$ cat config.mk
export PLATFORM = sky130hd
export DESIGN_NAME = grid_neighbor_index_top
export DESIGN_NICKNAME = d
export VERILOG_FILES = /design/src/gni_pkg.sv /design/src/gni_cfg.sv /design/src/gni_move.sv /design/src/gni_horner.sv /design/src/grid_neighbor_index_top.sv
export SDC_FILE = /design/constraint.sdc
export NUM_CORES = 2
export LEC_CHECK = 0
export ABC_CLOCK_PERIOD_IN_PS = 7850
export BUFFER_PORTS_ARGS = -buffer_cell sky130_fd_sc_hd__buf_2
export CAP_MARGIN = 20
export CORE_MARGIN = 2
export CORE_UTILIZATION = 45
export DETAILED_ROUTE_END_ITERATION = 8
export SYNTH_ARGS = -nofsm -noshare
export SYNTH_HDL_FRONTEND = slang
export SYNTH_SLANG_ARGS = --single-unit
$ cat constraint.sdc
create_clock -name clk -period 7.85 [get_ports clk]
set_clock_uncertainty 0.15 [all_clocks]
set_input_delay 1.57 -clock clk [delete_from_list [all_inputs] [get_ports clk]]
set_output_delay 1.57 -clock clk [all_outputs]
set_load 0.05 [all_outputs]
$ cat src/gni_pkg.sv
`default_nettype none
package gni_pkg;

  // Axes wired through the datapath; MAX_DIMS can only lower the count in use.
  localparam int AXES     = 4;
  localparam int MAX_DIMS = 4;
  localparam int USED_MAX = (MAX_DIMS < AXES) ? MAX_DIMS : AXES;

  localparam int CRD_W  = 8;
  localparam int LEN_W  = 9;
  localparam int STEP_W = 4;
  localparam int DIM_W  = 3;
  localparam int IDX_W  = 32;
  // Signed working width for a moved coordinate and for length minus one.
  localparam int CW     = LEN_W + 2;

  localparam int ADDR_W = 5;
  localparam int DATA_W = 32;
  localparam int REG_W  = 3;

  localparam logic [2:0] OP_PLAIN   = 3'd0;
  localparam logic [2:0] OP_OFFSET  = 3'd1;
  localparam logic [2:0] OP_UP      = 3'd2;
  localparam logic [2:0] OP_DOWN    = 3'd3;
  localparam logic [2:0] OP_CLAMPED = 3'd4;
  localparam logic [2:0] OP_TRANS   = 3'd5;

  localparam logic [REG_W-1:0] REG_DIMS = 3'd0;
  localparam logic [REG_W-1:0] REG_LEN0 = 3'd1;
  localparam logic [REG_W-1:0] REG_LEN1 = 3'd2;
  localparam logic [REG_W-1:0] REG_LEN2 = 3'd3;
  localparam logic [REG_W-1:0] REG_LEN3 = 3'd4;

  typedef struct packed {
    logic [2:0]               op;
    logic [CRD_W-1:0]         coord_0;
    logic [CRD_W-1:0]         coord_1;
    logic [CRD_W-1:0]         coord_2;
    logic [CRD_W-1:0]         coord_3;
    logic [1:0]               axis_sel;
    logic signed [STEP_W-1:0] offset;
    logic signed [STEP_W-1:0] step_0;
    logic signed [STEP_W-1:0] step_1;
    logic signed [STEP_W-1:0] step_2;
    logic signed [STEP_W-1:0] step_3;
  } item_t;

  typedef struct packed {
    logic [IDX_W-1:0] lin_index;
    logic             overrun;
  } result_t;

  typedef struct packed {
    logic [DIM_W-1:0]             dims_used;
    logic [AXES-1:0][LEN_W-1:0]   axis_len;
  } cfg_t;

  // One beat in the index pipeline: checked coordinates and the partial sum.
  typedef struct packed {
    logic                         over;
    logic [AXES-1:0][LEN_W-1:0]   coord;
    logic [IDX_W-1:0]             acc;
  } pipe_t;

endpackage
`default_nettype wire

$ cat src/gni_cfg.sv
`default_nettype none
module gni_cfg (
  input  wire logic                        clk,
  input  wire logic                        rst,
  input  wire logic                        psel,
  input  wire logic                        penable,
  input  wire logic                        pwrite,
  input  wire logic [gni_pkg::ADDR_W-1:0]  paddr,
  input  wire logic [gni_pkg::DATA_W-1:0]  pwdata,
  output logic      [gni_pkg::DATA_W-1:0]  prdata,
  output gni_pkg::cfg_t                    cfg
);

  logic [gni_pkg::DIM_W-1:0]                     dims_used;
  logic [gni_pkg::AXES-1:0][gni_pkg::LEN_W-1:0]  axis_len;
  logic [gni_pkg::REG_W-1:0]                     reg_idx;
  logic                                          wr;

  assign reg_idx = paddr[gni_pkg::ADDR_W-1:2];
  assign wr      = psel && penable && pwrite;

  always_ff @(posedge clk) begin
    if (rst) begin
      dims_used <= gni_pkg::DIM_W'(1);
      for (int k = 0; k < gni_pkg::AXES; k++) begin
        axis_len[k] <= gni_pkg::LEN_W'(2);
      end
    end else if (wr) begin
      unique case (reg_idx)
        gni_pkg::REG_DIMS: dims_used   <= pwdata[gni_pkg::DIM_W-1:0];
        gni_pkg::REG_LEN0: axis_len[0] <= pwdata[gni_pkg::LEN_W-1:0];
        gni_pkg::REG_LEN1: axis_len[1] <= pwdata[gni_pkg::LEN_W-1:0];
        gni_pkg::REG_LEN2: axis_len[2] <= pwdata[gni_pkg::LEN_W-1:0];
        gni_pkg::REG_LEN3: axis_len[3] <= pwdata[gni_pkg::LEN_W-1:0];
        default: ;
      endcase
    end
  end

  always_comb begin
    unique case (reg_idx)
      gni_pkg::REG_DIMS: prdata = gni_pkg::DATA_W'(dims_used);
      gni_pkg::REG_LEN0: prdata = gni_pkg::DATA_W'(axis_len[0]);
      gni_pkg::REG_LEN1: prdata = gni_pkg::DATA_W'(axis_len[1]);
      gni_pkg::REG_LEN2: prdata = gni_pkg::DATA_W'(axis_len[2]);
      gni_pkg::REG_LEN3: prdata = gni_pkg::DATA_W'(axis_len[3]);
      default:           prdata = '0;
    endcase
  end

  assign cfg.dims_used = dims_used;
  assign cfg.axis_len  = axis_len;

endmodule
`default_nettype wire

$ cat src/gni_move.sv
`default_nettype none
module gni_move (
  input  wire logic             clk,
  input  wire logic             rst,
  input  wire gni_pkg::cfg_t    cfg,
  input  wire gni_pkg::item_t   item,
  input  wire logic             item_valid,
  output logic                  item_ready,
  output gni_pkg::pipe_t        dn,
  output logic                  dn_valid,
  input  wire logic             dn_ready
);

  gni_pkg::item_t  held;
  logic            held_valid;
  logic            adv;
  gni_pkg::pipe_t  dn_next;

  logic [gni_pkg::AXES-1:0][gni_pkg::CRD_W-1:0]  crd;
  logic [gni_pkg::AXES-1:0][gni_pkg::STEP_W-1:0] stp;
  logic signed [gni_pkg::CW-1:0] cv   [gni_pkg::AXES];
  logic signed [gni_pkg::CW-1:0] lenv [gni_pkg::AXES];
  logic signed [gni_pkg::CW-1:0] sv   [gni_pkg::AXES];
  logic signed [gni_pkg::CW-1:0] offv;
  logic [gni_pkg::AXES-1:0]      used;
  logic [gni_pkg::AXES-1:0]      bad;
  logic [gni_pkg::DIM_W-1:0]     n_used;

  assign adv        = !dn_valid || dn_ready;
  assign item_ready = !held_valid || adv;

  assign crd = {held.coord_3, held.coord_2, held.coord_1, held.coord_0};
  assign stp = {held.step_3, held.step_2, held.step_1, held.step_0};

  always_comb begin
    if (cfg.dims_used == '0) begin
      n_used = gni_pkg::DIM_W'(1);
    end else if (cfg.dims_used > gni_pkg::DIM_W'(gni_pkg::USED_MAX)) begin
      n_used = gni_pkg::DIM_W'(gni_pkg::USED_MAX);
    end else begin
      n_used = cfg.dims_used;
    end
  end

  always_comb begin
    offv = {{(gni_pkg::CW-gni_pkg::STEP_W){held.offset[gni_pkg::STEP_W-1]}}, held.offset};
    for (int k = 0; k < gni_pkg::AXES; k++) begin
      cv[k]   = {{(gni_pkg::CW-gni_pkg::CRD_W){1'b0}}, crd[k]};
      lenv[k] = {{(gni_pkg::CW-gni_pkg::LEN_W){1'b0}}, cfg.axis_len[k]};
      sv[k]   = {{(gni_pkg::CW-gni_pkg::STEP_W){stp[k][gni_pkg::STEP_W-1]}}, stp[k]};
      case (held.op)
        gni_pkg::OP_OFFSET: begin
          if (held.axis_sel == 2'(k)) cv[k] = cv[k] + offv;
        end
        gni_pkg::OP_UP: begin
          if (held.axis_sel == 2'(k) && cv[k] != lenv[k] - gni_pkg::CW'(1)) begin
            cv[k] = cv[k] + gni_pkg::CW'(1);
          end
        end
        gni_pkg::OP_DOWN: begin
          if (held.axis_sel == 2'(k) && cv[k] != '0) begin
            cv[k] = cv[k] - gni_pkg::CW'(1);
          end
        end
        gni_pkg::OP_CLAMPED: begin
          cv[k] = cv[k] + sv[k];
          if (cv[k] < 0) begin
            cv[k] = '0;
          end else if (cv[k] == lenv[k]) begin
            cv[k] = lenv[k] - gni_pkg::CW'(1);
          end
        end
        gni_pkg::OP_TRANS: cv[k] = cv[k] + sv[k];
        default: ;
      endcase
      used[k] = gni_pkg::DIM_W'(k) < n_used;
      bad[k]  = used[k] && (cv[k] < 0 || cv[k] >= lenv[k]);
    end
  end

  always_comb begin
    dn_next.over = |bad;
    for (int k = 0; k < gni_pkg::AXES; k++) begin
      dn_next.coord[k] = (used[k] && !dn_next.over) ? cv[k][gni_pkg::LEN_W-1:0] : '0;
    end
    dn_next.acc = gni_pkg::IDX_W'(dn_next.coord[gni_pkg::AXES-1]);
  end

  always_ff @(posedge clk) begin
    if (rst) begin
      held_valid <= 1'b0;
      dn_valid   <= 1'b0;
    end else begin
      if (item_ready) held_valid <= item_valid;
      if (adv)        dn_valid   <= held_valid;
    end
  end

  always_ff @(posedge clk) begin
    if (item_ready && item_valid) held <= item;
    if (adv && held_valid)        dn   <= dn_next;
  end

endmodule
`default_nettype wire

$ cat src/gni_horner.sv
`default_nettype none
module gni_horner (
  input  wire logic                       clk,
  input  wire logic                       rst,
  input  wire gni_pkg::pipe_t             up,
  input  wire logic                       up_valid,
  output logic                            up_ready,
  input  wire logic [gni_pkg::LEN_W-1:0]  coord,
  input  wire logic [gni_pkg::LEN_W-1:0]  len,
  output gni_pkg::pipe_t                  dn,
  output logic                            dn_valid,
  input  wire logic                       dn_ready
);

  logic [gni_pkg::LEN_W+gni_pkg::IDX_W-1:0] prod;
  gni_pkg::pipe_t                           dn_next;

  assign up_ready = !dn_valid || dn_ready;
  assign prod     = len * up.acc;

  always_comb begin
    dn_next     = up;
    dn_next.acc = up.over ? '0
                : gni_pkg::IDX_W'(coord) + prod[gni_pkg::IDX_W-1:0];
  end

  always_ff @(posedge clk) begin
    if (rst) begin
      dn_valid <= 1'b0;
    end else if (up_ready) begin
      dn_valid <= up_valid;
    end
  end

  always_ff @(posedge clk) begin
    if (up_ready && up_valid) dn <= dn_next;
  end

endmodule
`default_nettype wire

$ cat src/grid_neighbor_index_top.sv
// Grid neighbor index: row-major linear index of a moved grid point, axis zero fastest.
// An item beat passes the input register, the move stage register and the three Horner stage registers in order.
// Throughput: one item per cycle; each of the three Horner stages holds one 9 x 32 multiply.
// Every stage stalls only while its own output is held, so bubbles close up under backpressure.
// Reset (rst, synchronous, active high) empties the pipeline and sets dims_used to one
// and every axis length to two.
`default_nettype none
module grid_neighbor_index_top (
  input  wire logic                        clk,
  input  wire logic                        rst,
  input  wire logic                        item_valid,
  output logic                             item_ready,
  input  wire gni_pkg::item_t              item,
  output logic                             result_valid,
  input  wire logic                        result_ready,
  output gni_pkg::result_t                 result,
  input  wire logic                        psel,
  input  wire logic                        penable,
  input  wire logic                        pwrite,
  input  wire logic [gni_pkg::ADDR_W-1:0]  paddr,
  input  wire logic [gni_pkg::DATA_W-1:0]  pwdata,
  output logic      [gni_pkg::DATA_W-1:0]  prdata,
  output logic                             pready
);

  gni_pkg::cfg_t                   cfg;
  gni_pkg::pipe_t                  pipe [gni_pkg::AXES];
  logic [gni_pkg::AXES-1:0]        vld;
  logic [gni_pkg::AXES-1:0]        rdy;

  // The register port never inserts wait states.
  assign pready = 1'b1;

  gni_cfg u_cfg (
    .clk     (clk),
    .rst     (rst),
    .psel    (psel),
    .penable (penable),
    .pwrite  (pwrite),
    .paddr   (paddr),
    .pwdata  (pwdata),
    .prdata  (prdata),
    .cfg     (cfg)
  );

  // Input register, then the move and range check. Coordinates of unused axes
  // leave this stage as zero, so the Horner chain below needs no dimension count,
  // and an overrun zeroes them all.
  gni_move u_move (
    .clk        (clk),
    .rst        (rst),
    .cfg        (cfg),
    .item       (item),
    .item_valid (item_valid),
    .item_ready (item_ready),
    .dn         (pipe[0]),
    .dn_valid   (vld[0]),
    .dn_ready   (rdy[0])
  );

  // Horner evaluation from the highest axis down:
  // acc = c[k] + len[k] * acc, one axis per registered stage.
  for (genvar m = 1; m < gni_pkg::AXES; m++) begin : g_horner
    localparam int K = gni_pkg::AXES - 1 - m;
    gni_horner u_horner (
      .clk      (clk),
      .rst      (rst),
      .up       (pipe[m-1]),
      .up_valid (vld[m-1]),
      .up_ready (rdy[m-1]),
      .coord    (pipe[m-1].coord[K]),
      .len      (cfg.axis_len[K]),
      .dn       (pipe[m]),
      .dn_valid (vld[m]),
      .dn_ready (rdy[m])
    );
  end

  // The last stage register is the output register; its sum is already zero on overrun.
  assign rdy[gni_pkg::AXES-1] = result_ready;
  assign result_valid         = vld[gni_pkg::AXES-1];
  assign result.lin_index     = pipe[gni_pkg::AXES-1].acc;
  assign result.overrun       = pipe[gni_pkg::AXES-1].over;

endmodule
`default_nettype wire

==> results.txt <==
The root buffer cell is sky130_fd_sc_hd__clkbuf_16. Of the total power, combinational logic draws 0.314. In this run, post-CTS hold repair placed 0 buffers.

The floorplan core area is 79300 µm². Counting the buffers created by CTS gives 36. The maximum fanout along the worst path is 20. The cell area after layout is 38800 µm². The maximum number of pins on one net before global-route repair came out at 58.

Setup violations remaining at the end of the flow were counted as 0. STA classifies the critical path endpoint as a flop. Synthesis inferred 249 register bits. Hold timing on the final database bottoms out at a slack of 0.267 ns. The remaining number of nets flagged by the antenna check after routing came out at 0. The cell that appears most often on the critical path is sky130_fd_sc_hd__a21oi_1.

The area of the die is 82500 µm². The combined flip-flop and latch cell area came out at 7040 µm². The slowest stage of the critical path belongs to the cell sky130_fd_sc_hd__edfxtp_1. The relative slew slack came out at 0.309.

The setup fix buffers added after clock tree synthesis came out at 0. The detailed-route wire length came out at 105000 µm. The depth of the CTS H-tree is 2. The vertical die dimension came out at 287 µm. The number of global-route vias before repair is 29000.

The clock share of power came out at 0.361. For this run, the number of standard cells in the final layout without fillers is 5127. The highest clock rate is 141 MHz.

The post-route setup TNS is 0 ns. The share of the core filled with cells in the final layout is 0.490. The overall fraction of global-route tracks in use came out at 0.255. The multi-input logic area is 26300 µm². The wire length of the first global-routing pass is around 160000 µm. The internal portion of total power came out at 3.13 mW. At the end of routability-driven placement, the weighted congestion stood at 0.944. The initial antenna violation count came to 3. The async set or reset register ratio after synthesis is 0.

The post-place instance area came out at 37600 µm². Yosys mapped a number of flops with a built-in enable equal to 205. The slew at the pin closest to its max-slew limit is 1.03 ns. The number of remaining DRC errors came out at 0.

Setup repair after global routing left no endpoint under its margin. The cell count after synthesis came out at 4068. The area share of fa/ha/maj cells after synthesis came out at 0.314. The switching power total came out at 1.72 mW. The multiplexer share of the synthesized area is 0.0213. The post-cts gate resize count is 0. The detailed router's first-iteration violation count came out at about 2500.

The most used flip-flop cell after synthesis is sky130_fd_sc_hd__edfxtp_1. The via total after detailed routing is 29100. The max-capacitance violation count came out at 0. The maximum clock path buffer count came out at 3. The xor/xnor share of the synthesized area is 0.0652.

TritonCTS built the clock tree. The post-synthesis share of cell area spent on and, or, nand and nor gates came out at 0.184. The vias per cell is 5.68. The first TritonRoute pass finished after 6 iterations. The arrival time at the worst endpoint is 7.28 ns.

The setup slack after layout is ~0.78 ns. The delay contributed by the slowest stage of the critical path came out at around 0.67 ns. The clock insertion delay at the later pin of the skew report came out at 0.57 ns. The portion of the post-synthesis area used by sequential elements is 0.195.

Walking the worst path, the cells encountered are ha_1 > a211oi_1 > o21a_1 > xnor3_1 > nor4bb_1 > nand4_2 > nor2_2 > buf_4 > mux2_2 > a21oi_1 > a21oi_1 > ha_1 > a41o_1 > a21oi_1 > o21ai_0 > a21o_1 > a221oi_1 > o211ai_2 > o41ai_1 > and3_4 > inv_2 > a311oi_1. The antenna diode count came out at 0. The count of final hold-check violations came out at 0. The placement row count came out at 103.

In the layout the commonest cells are 474 x sky130_fd_sc_hd__nand2_1, 457 x sky130_fd_sc_hd__inv_1, 368 x sky130_fd_sc_hd__fa_1. The power density of the placed cells is between 100 and 150 nW/µm². Dividing the final minimum period by the clock period gives 0.901. The worst slack after detailed placement is 0.876 ns. The share of the synthesized area in compound gates (AO/OA/AOI/OAI) came out at 0.141.

The clock-pin transition on the worst setup and hold timing paths came out at around 0.05 ns. The total I/O pin count came out at 169. Measured along the x axis, the die boundary spans 287 µm. The required time of the worst setup path came out at approximately 8.1 ns. The number of pins exceeding their max-slew limit in the final report is 0. In this run the static leakage power is 16.9 nW.

The time the worst path needs with I/O delays and setup came out at 7.07 ns. The library cell used most frequently in the layout, excluding fill and tap cells, is sky130_fd_sc_hd__nand2_1. The net total in the final layout is 4837. The final-layout fill cell count is 7643.

The peak ir drop on the vdd network came out at around 0.00019 V. The post-synthesis instance area is between 30000 and 40000 µm². The count of buffers added on input and output ports is 119. The worst setup path is launched from a flop.

A synthesized cell averages 8.87 µm². By startpoint and endpoint, the worst setup path is classified as flop to flop. The routed wirelength normalized by instance count came out at just over 20 µm. The run finished with clean final reports. The portion of total power attributed to sequential cells is 0.325.

After global routing the overflow that remains totals 0. The distinct cell type count after synthesis came out at 110. Of the total power, the share spent switching nets is 0.355. Overall power consumption after layout is estimated at 4.84 mW. For this configuration, the core starts out at a cell density of 0.456.

The tightest min-delay check is of the flop to flop type. Clock tree synthesis found a total of 249 sinks. By area, the combinational part of the netlist is dominated by adder cells. In this run the register-to-register setup slack is 0.78 ns. From synthesis to final layout, the design area changed by 7.49%. During synthesis, Yosys emitted a total of 0 warnings. In the final layout, the share of cells above drive strength 1 is 0.0805. Detailed placement finished with a half-perimeter wire length of 82600 µm.

The number of placed instances, taps included came out at 5064.
-- worst paths after layout --
| kind | from | cells after the start | endpoint |
|---|---|---|---|
| hold / removal | u_move.dn[32] | 0 | g_horner[1].u_horner.dn[32] |
| setup / recovery | u_move.crd[10] | 22 | u_move.dn[49] |
| hold reg to reg | u_move.dn[32] | 0 | g_horner[1].u_horner.dn[32] |
| setup reg to reg | u_move.crd[10] | 22 | u_move.dn[49] |
-- worst max-delay path: cells and delay by family (launching register included) --
family / cells / cell delay [ns]
AO/OA/AOI/OAI: 12 / 3.04
AND/OR/NAND/NOR: 4 / 1.31
adder cells (fa/ha/maj): 2 / 0.70
flip-flops: 1 / 0.67
buffers and inverters: 2 / 0.41
multiplexers: 1 / 0.34
XOR/XNOR: 1 / 0.21
-- flip-flops by register name (all words and copies together) (netlist names) --
name	flops
u_move.held	25
u_cfg.dims_used	3
u_move.dn_valid	1
u_move.dn	37
u_move.crd	32
u_move.held_valid	1
u_cfg.cfg	36
g_horner.u_horner.dn_valid	3
g_horner.u_horner.dn	111
-- power groups by stage --
| stage | sequential [mW] | clock (mW) | combinational (mW) |
|---|---|---|---|
| 2_1_floorplan | 1.55 | 0 | 1.14 |
| 3_5_place_dp | 1.60 | 0 | 1.50 |
| 4_1_cts | 1.57 | 1.79 | 1.51 |
| 6_report | 1.58 | 1.75 | 1.52 |
| 5_1_grt | 1.58 | 1.82 | 1.68 |
| 3_3_place_gp | 1.60 | 0 | 1.49 |
-- cells in the mapped netlist, types with 15 or more instances --
library cell                 n  area share
sky130_fd_sc_hd__xnor3_1    23       0.014
sky130_fd_sc_hd__xnor2_1   134       0.033
sky130_fd_sc_hd__a21o_1     61       0.013
sky130_fd_sc_hd__fa_1      368        0.20
sky130_fd_sc_hd__a31oi_1    38      0.0066
sky130_fd_sc_hd__o21bai_1   29      0.0060
sky130_fd_sc_hd__dfxtp_1    44       0.024
sky130_fd_sc_hd__nand2b_1   31      0.0054
sky130_fd_sc_hd__nor2_1    294       0.031
sky130_fd_sc_hd__nand3_1    53      0.0073
sky130_fd_sc_hd__ha_1      316        0.11
sky130_fd_sc_hd__mux2i_1    64       0.018
sky130_fd_sc_hd__nand4_1    30      0.0052
sky130_fd_sc_hd__xor2_1     70       0.017
sky130_fd_sc_hd__nor4_1     27      0.0047
sky130_fd_sc_hd__nand2_1   474       0.049
sky130_fd_sc_hd__o21a_1     27      0.0056
sky130_fd_sc_hd__and3_1     35      0.0061
sky130_fd_sc_hd__o31ai_1    17      0.0035
sky130_fd_sc_hd__inv_1     457       0.048
sky130_fd_sc_hd__nor3_1     77       0.011
sky130_fd_sc_hd__or3_1      15      0.0026
sky130_fd_sc_hd__clkbuf_1  165       0.017
sky130_fd_sc_hd__and2_1    197       0.034
sky130_fd_sc_hd__a211oi_1   36      0.0075
sky130_fd_sc_hd__a21oi_1   173       0.024
sky130_fd_sc_hd__nor2b_1    31      0.0054
sky130_fd_sc_hd__o21ai_0   137       0.019
sky130_fd_sc_hd__edfxtp_1  205        0.17
sky130_fd_sc_hd__a211o_1    17      0.0041
sky130_fd_sc_hd__a221oi_1   18      0.0044
sky130_fd_sc_hd__buf_1      60      0.0062
sky130_fd_sc_hd__o211ai_1   21      0.0044
sky130_fd_sc_hd__buf_4      24      0.0050
-- final cells by class --
type | count | share of cell area
Sequential cell | 249 | 0.181
Clock buffer | 46 | 0.0263
Clock inverter | 17 | 0.00580
Inverter | 460 | 0.0445
Timing Repair Buffer | 192 | 0.0295
Tap cell | 1050 | 0.0339
Multi-Input combinational cell | 3113 | 0.679
-- cells by family (layout without fill, tap and decap cells) --
group	Yosys count	after routing
AO/OA/AOI/OAI	741	741
XOR/XNOR	229	229
adder cells (fa/ha/maj)	685	685
buffers and inverters	728	715
flip-flops	249	249
multiplexers	75	75
other	2	24
AND/OR/NAND/NOR	1359	1359
-- layer usage --
layer	GRT usage	part of all wire	vias to the layer above	wire length, µm
met1	0.337	0.43	14300	45300
met3	0.0279	0.050	185	5270
li1	-	-	13800	-
met5	0	0.00027	-	28
met2	0.428	0.47	868	49600
met4	0.0970	0.041	4	4320
Power figures use the tool's default switching activity.
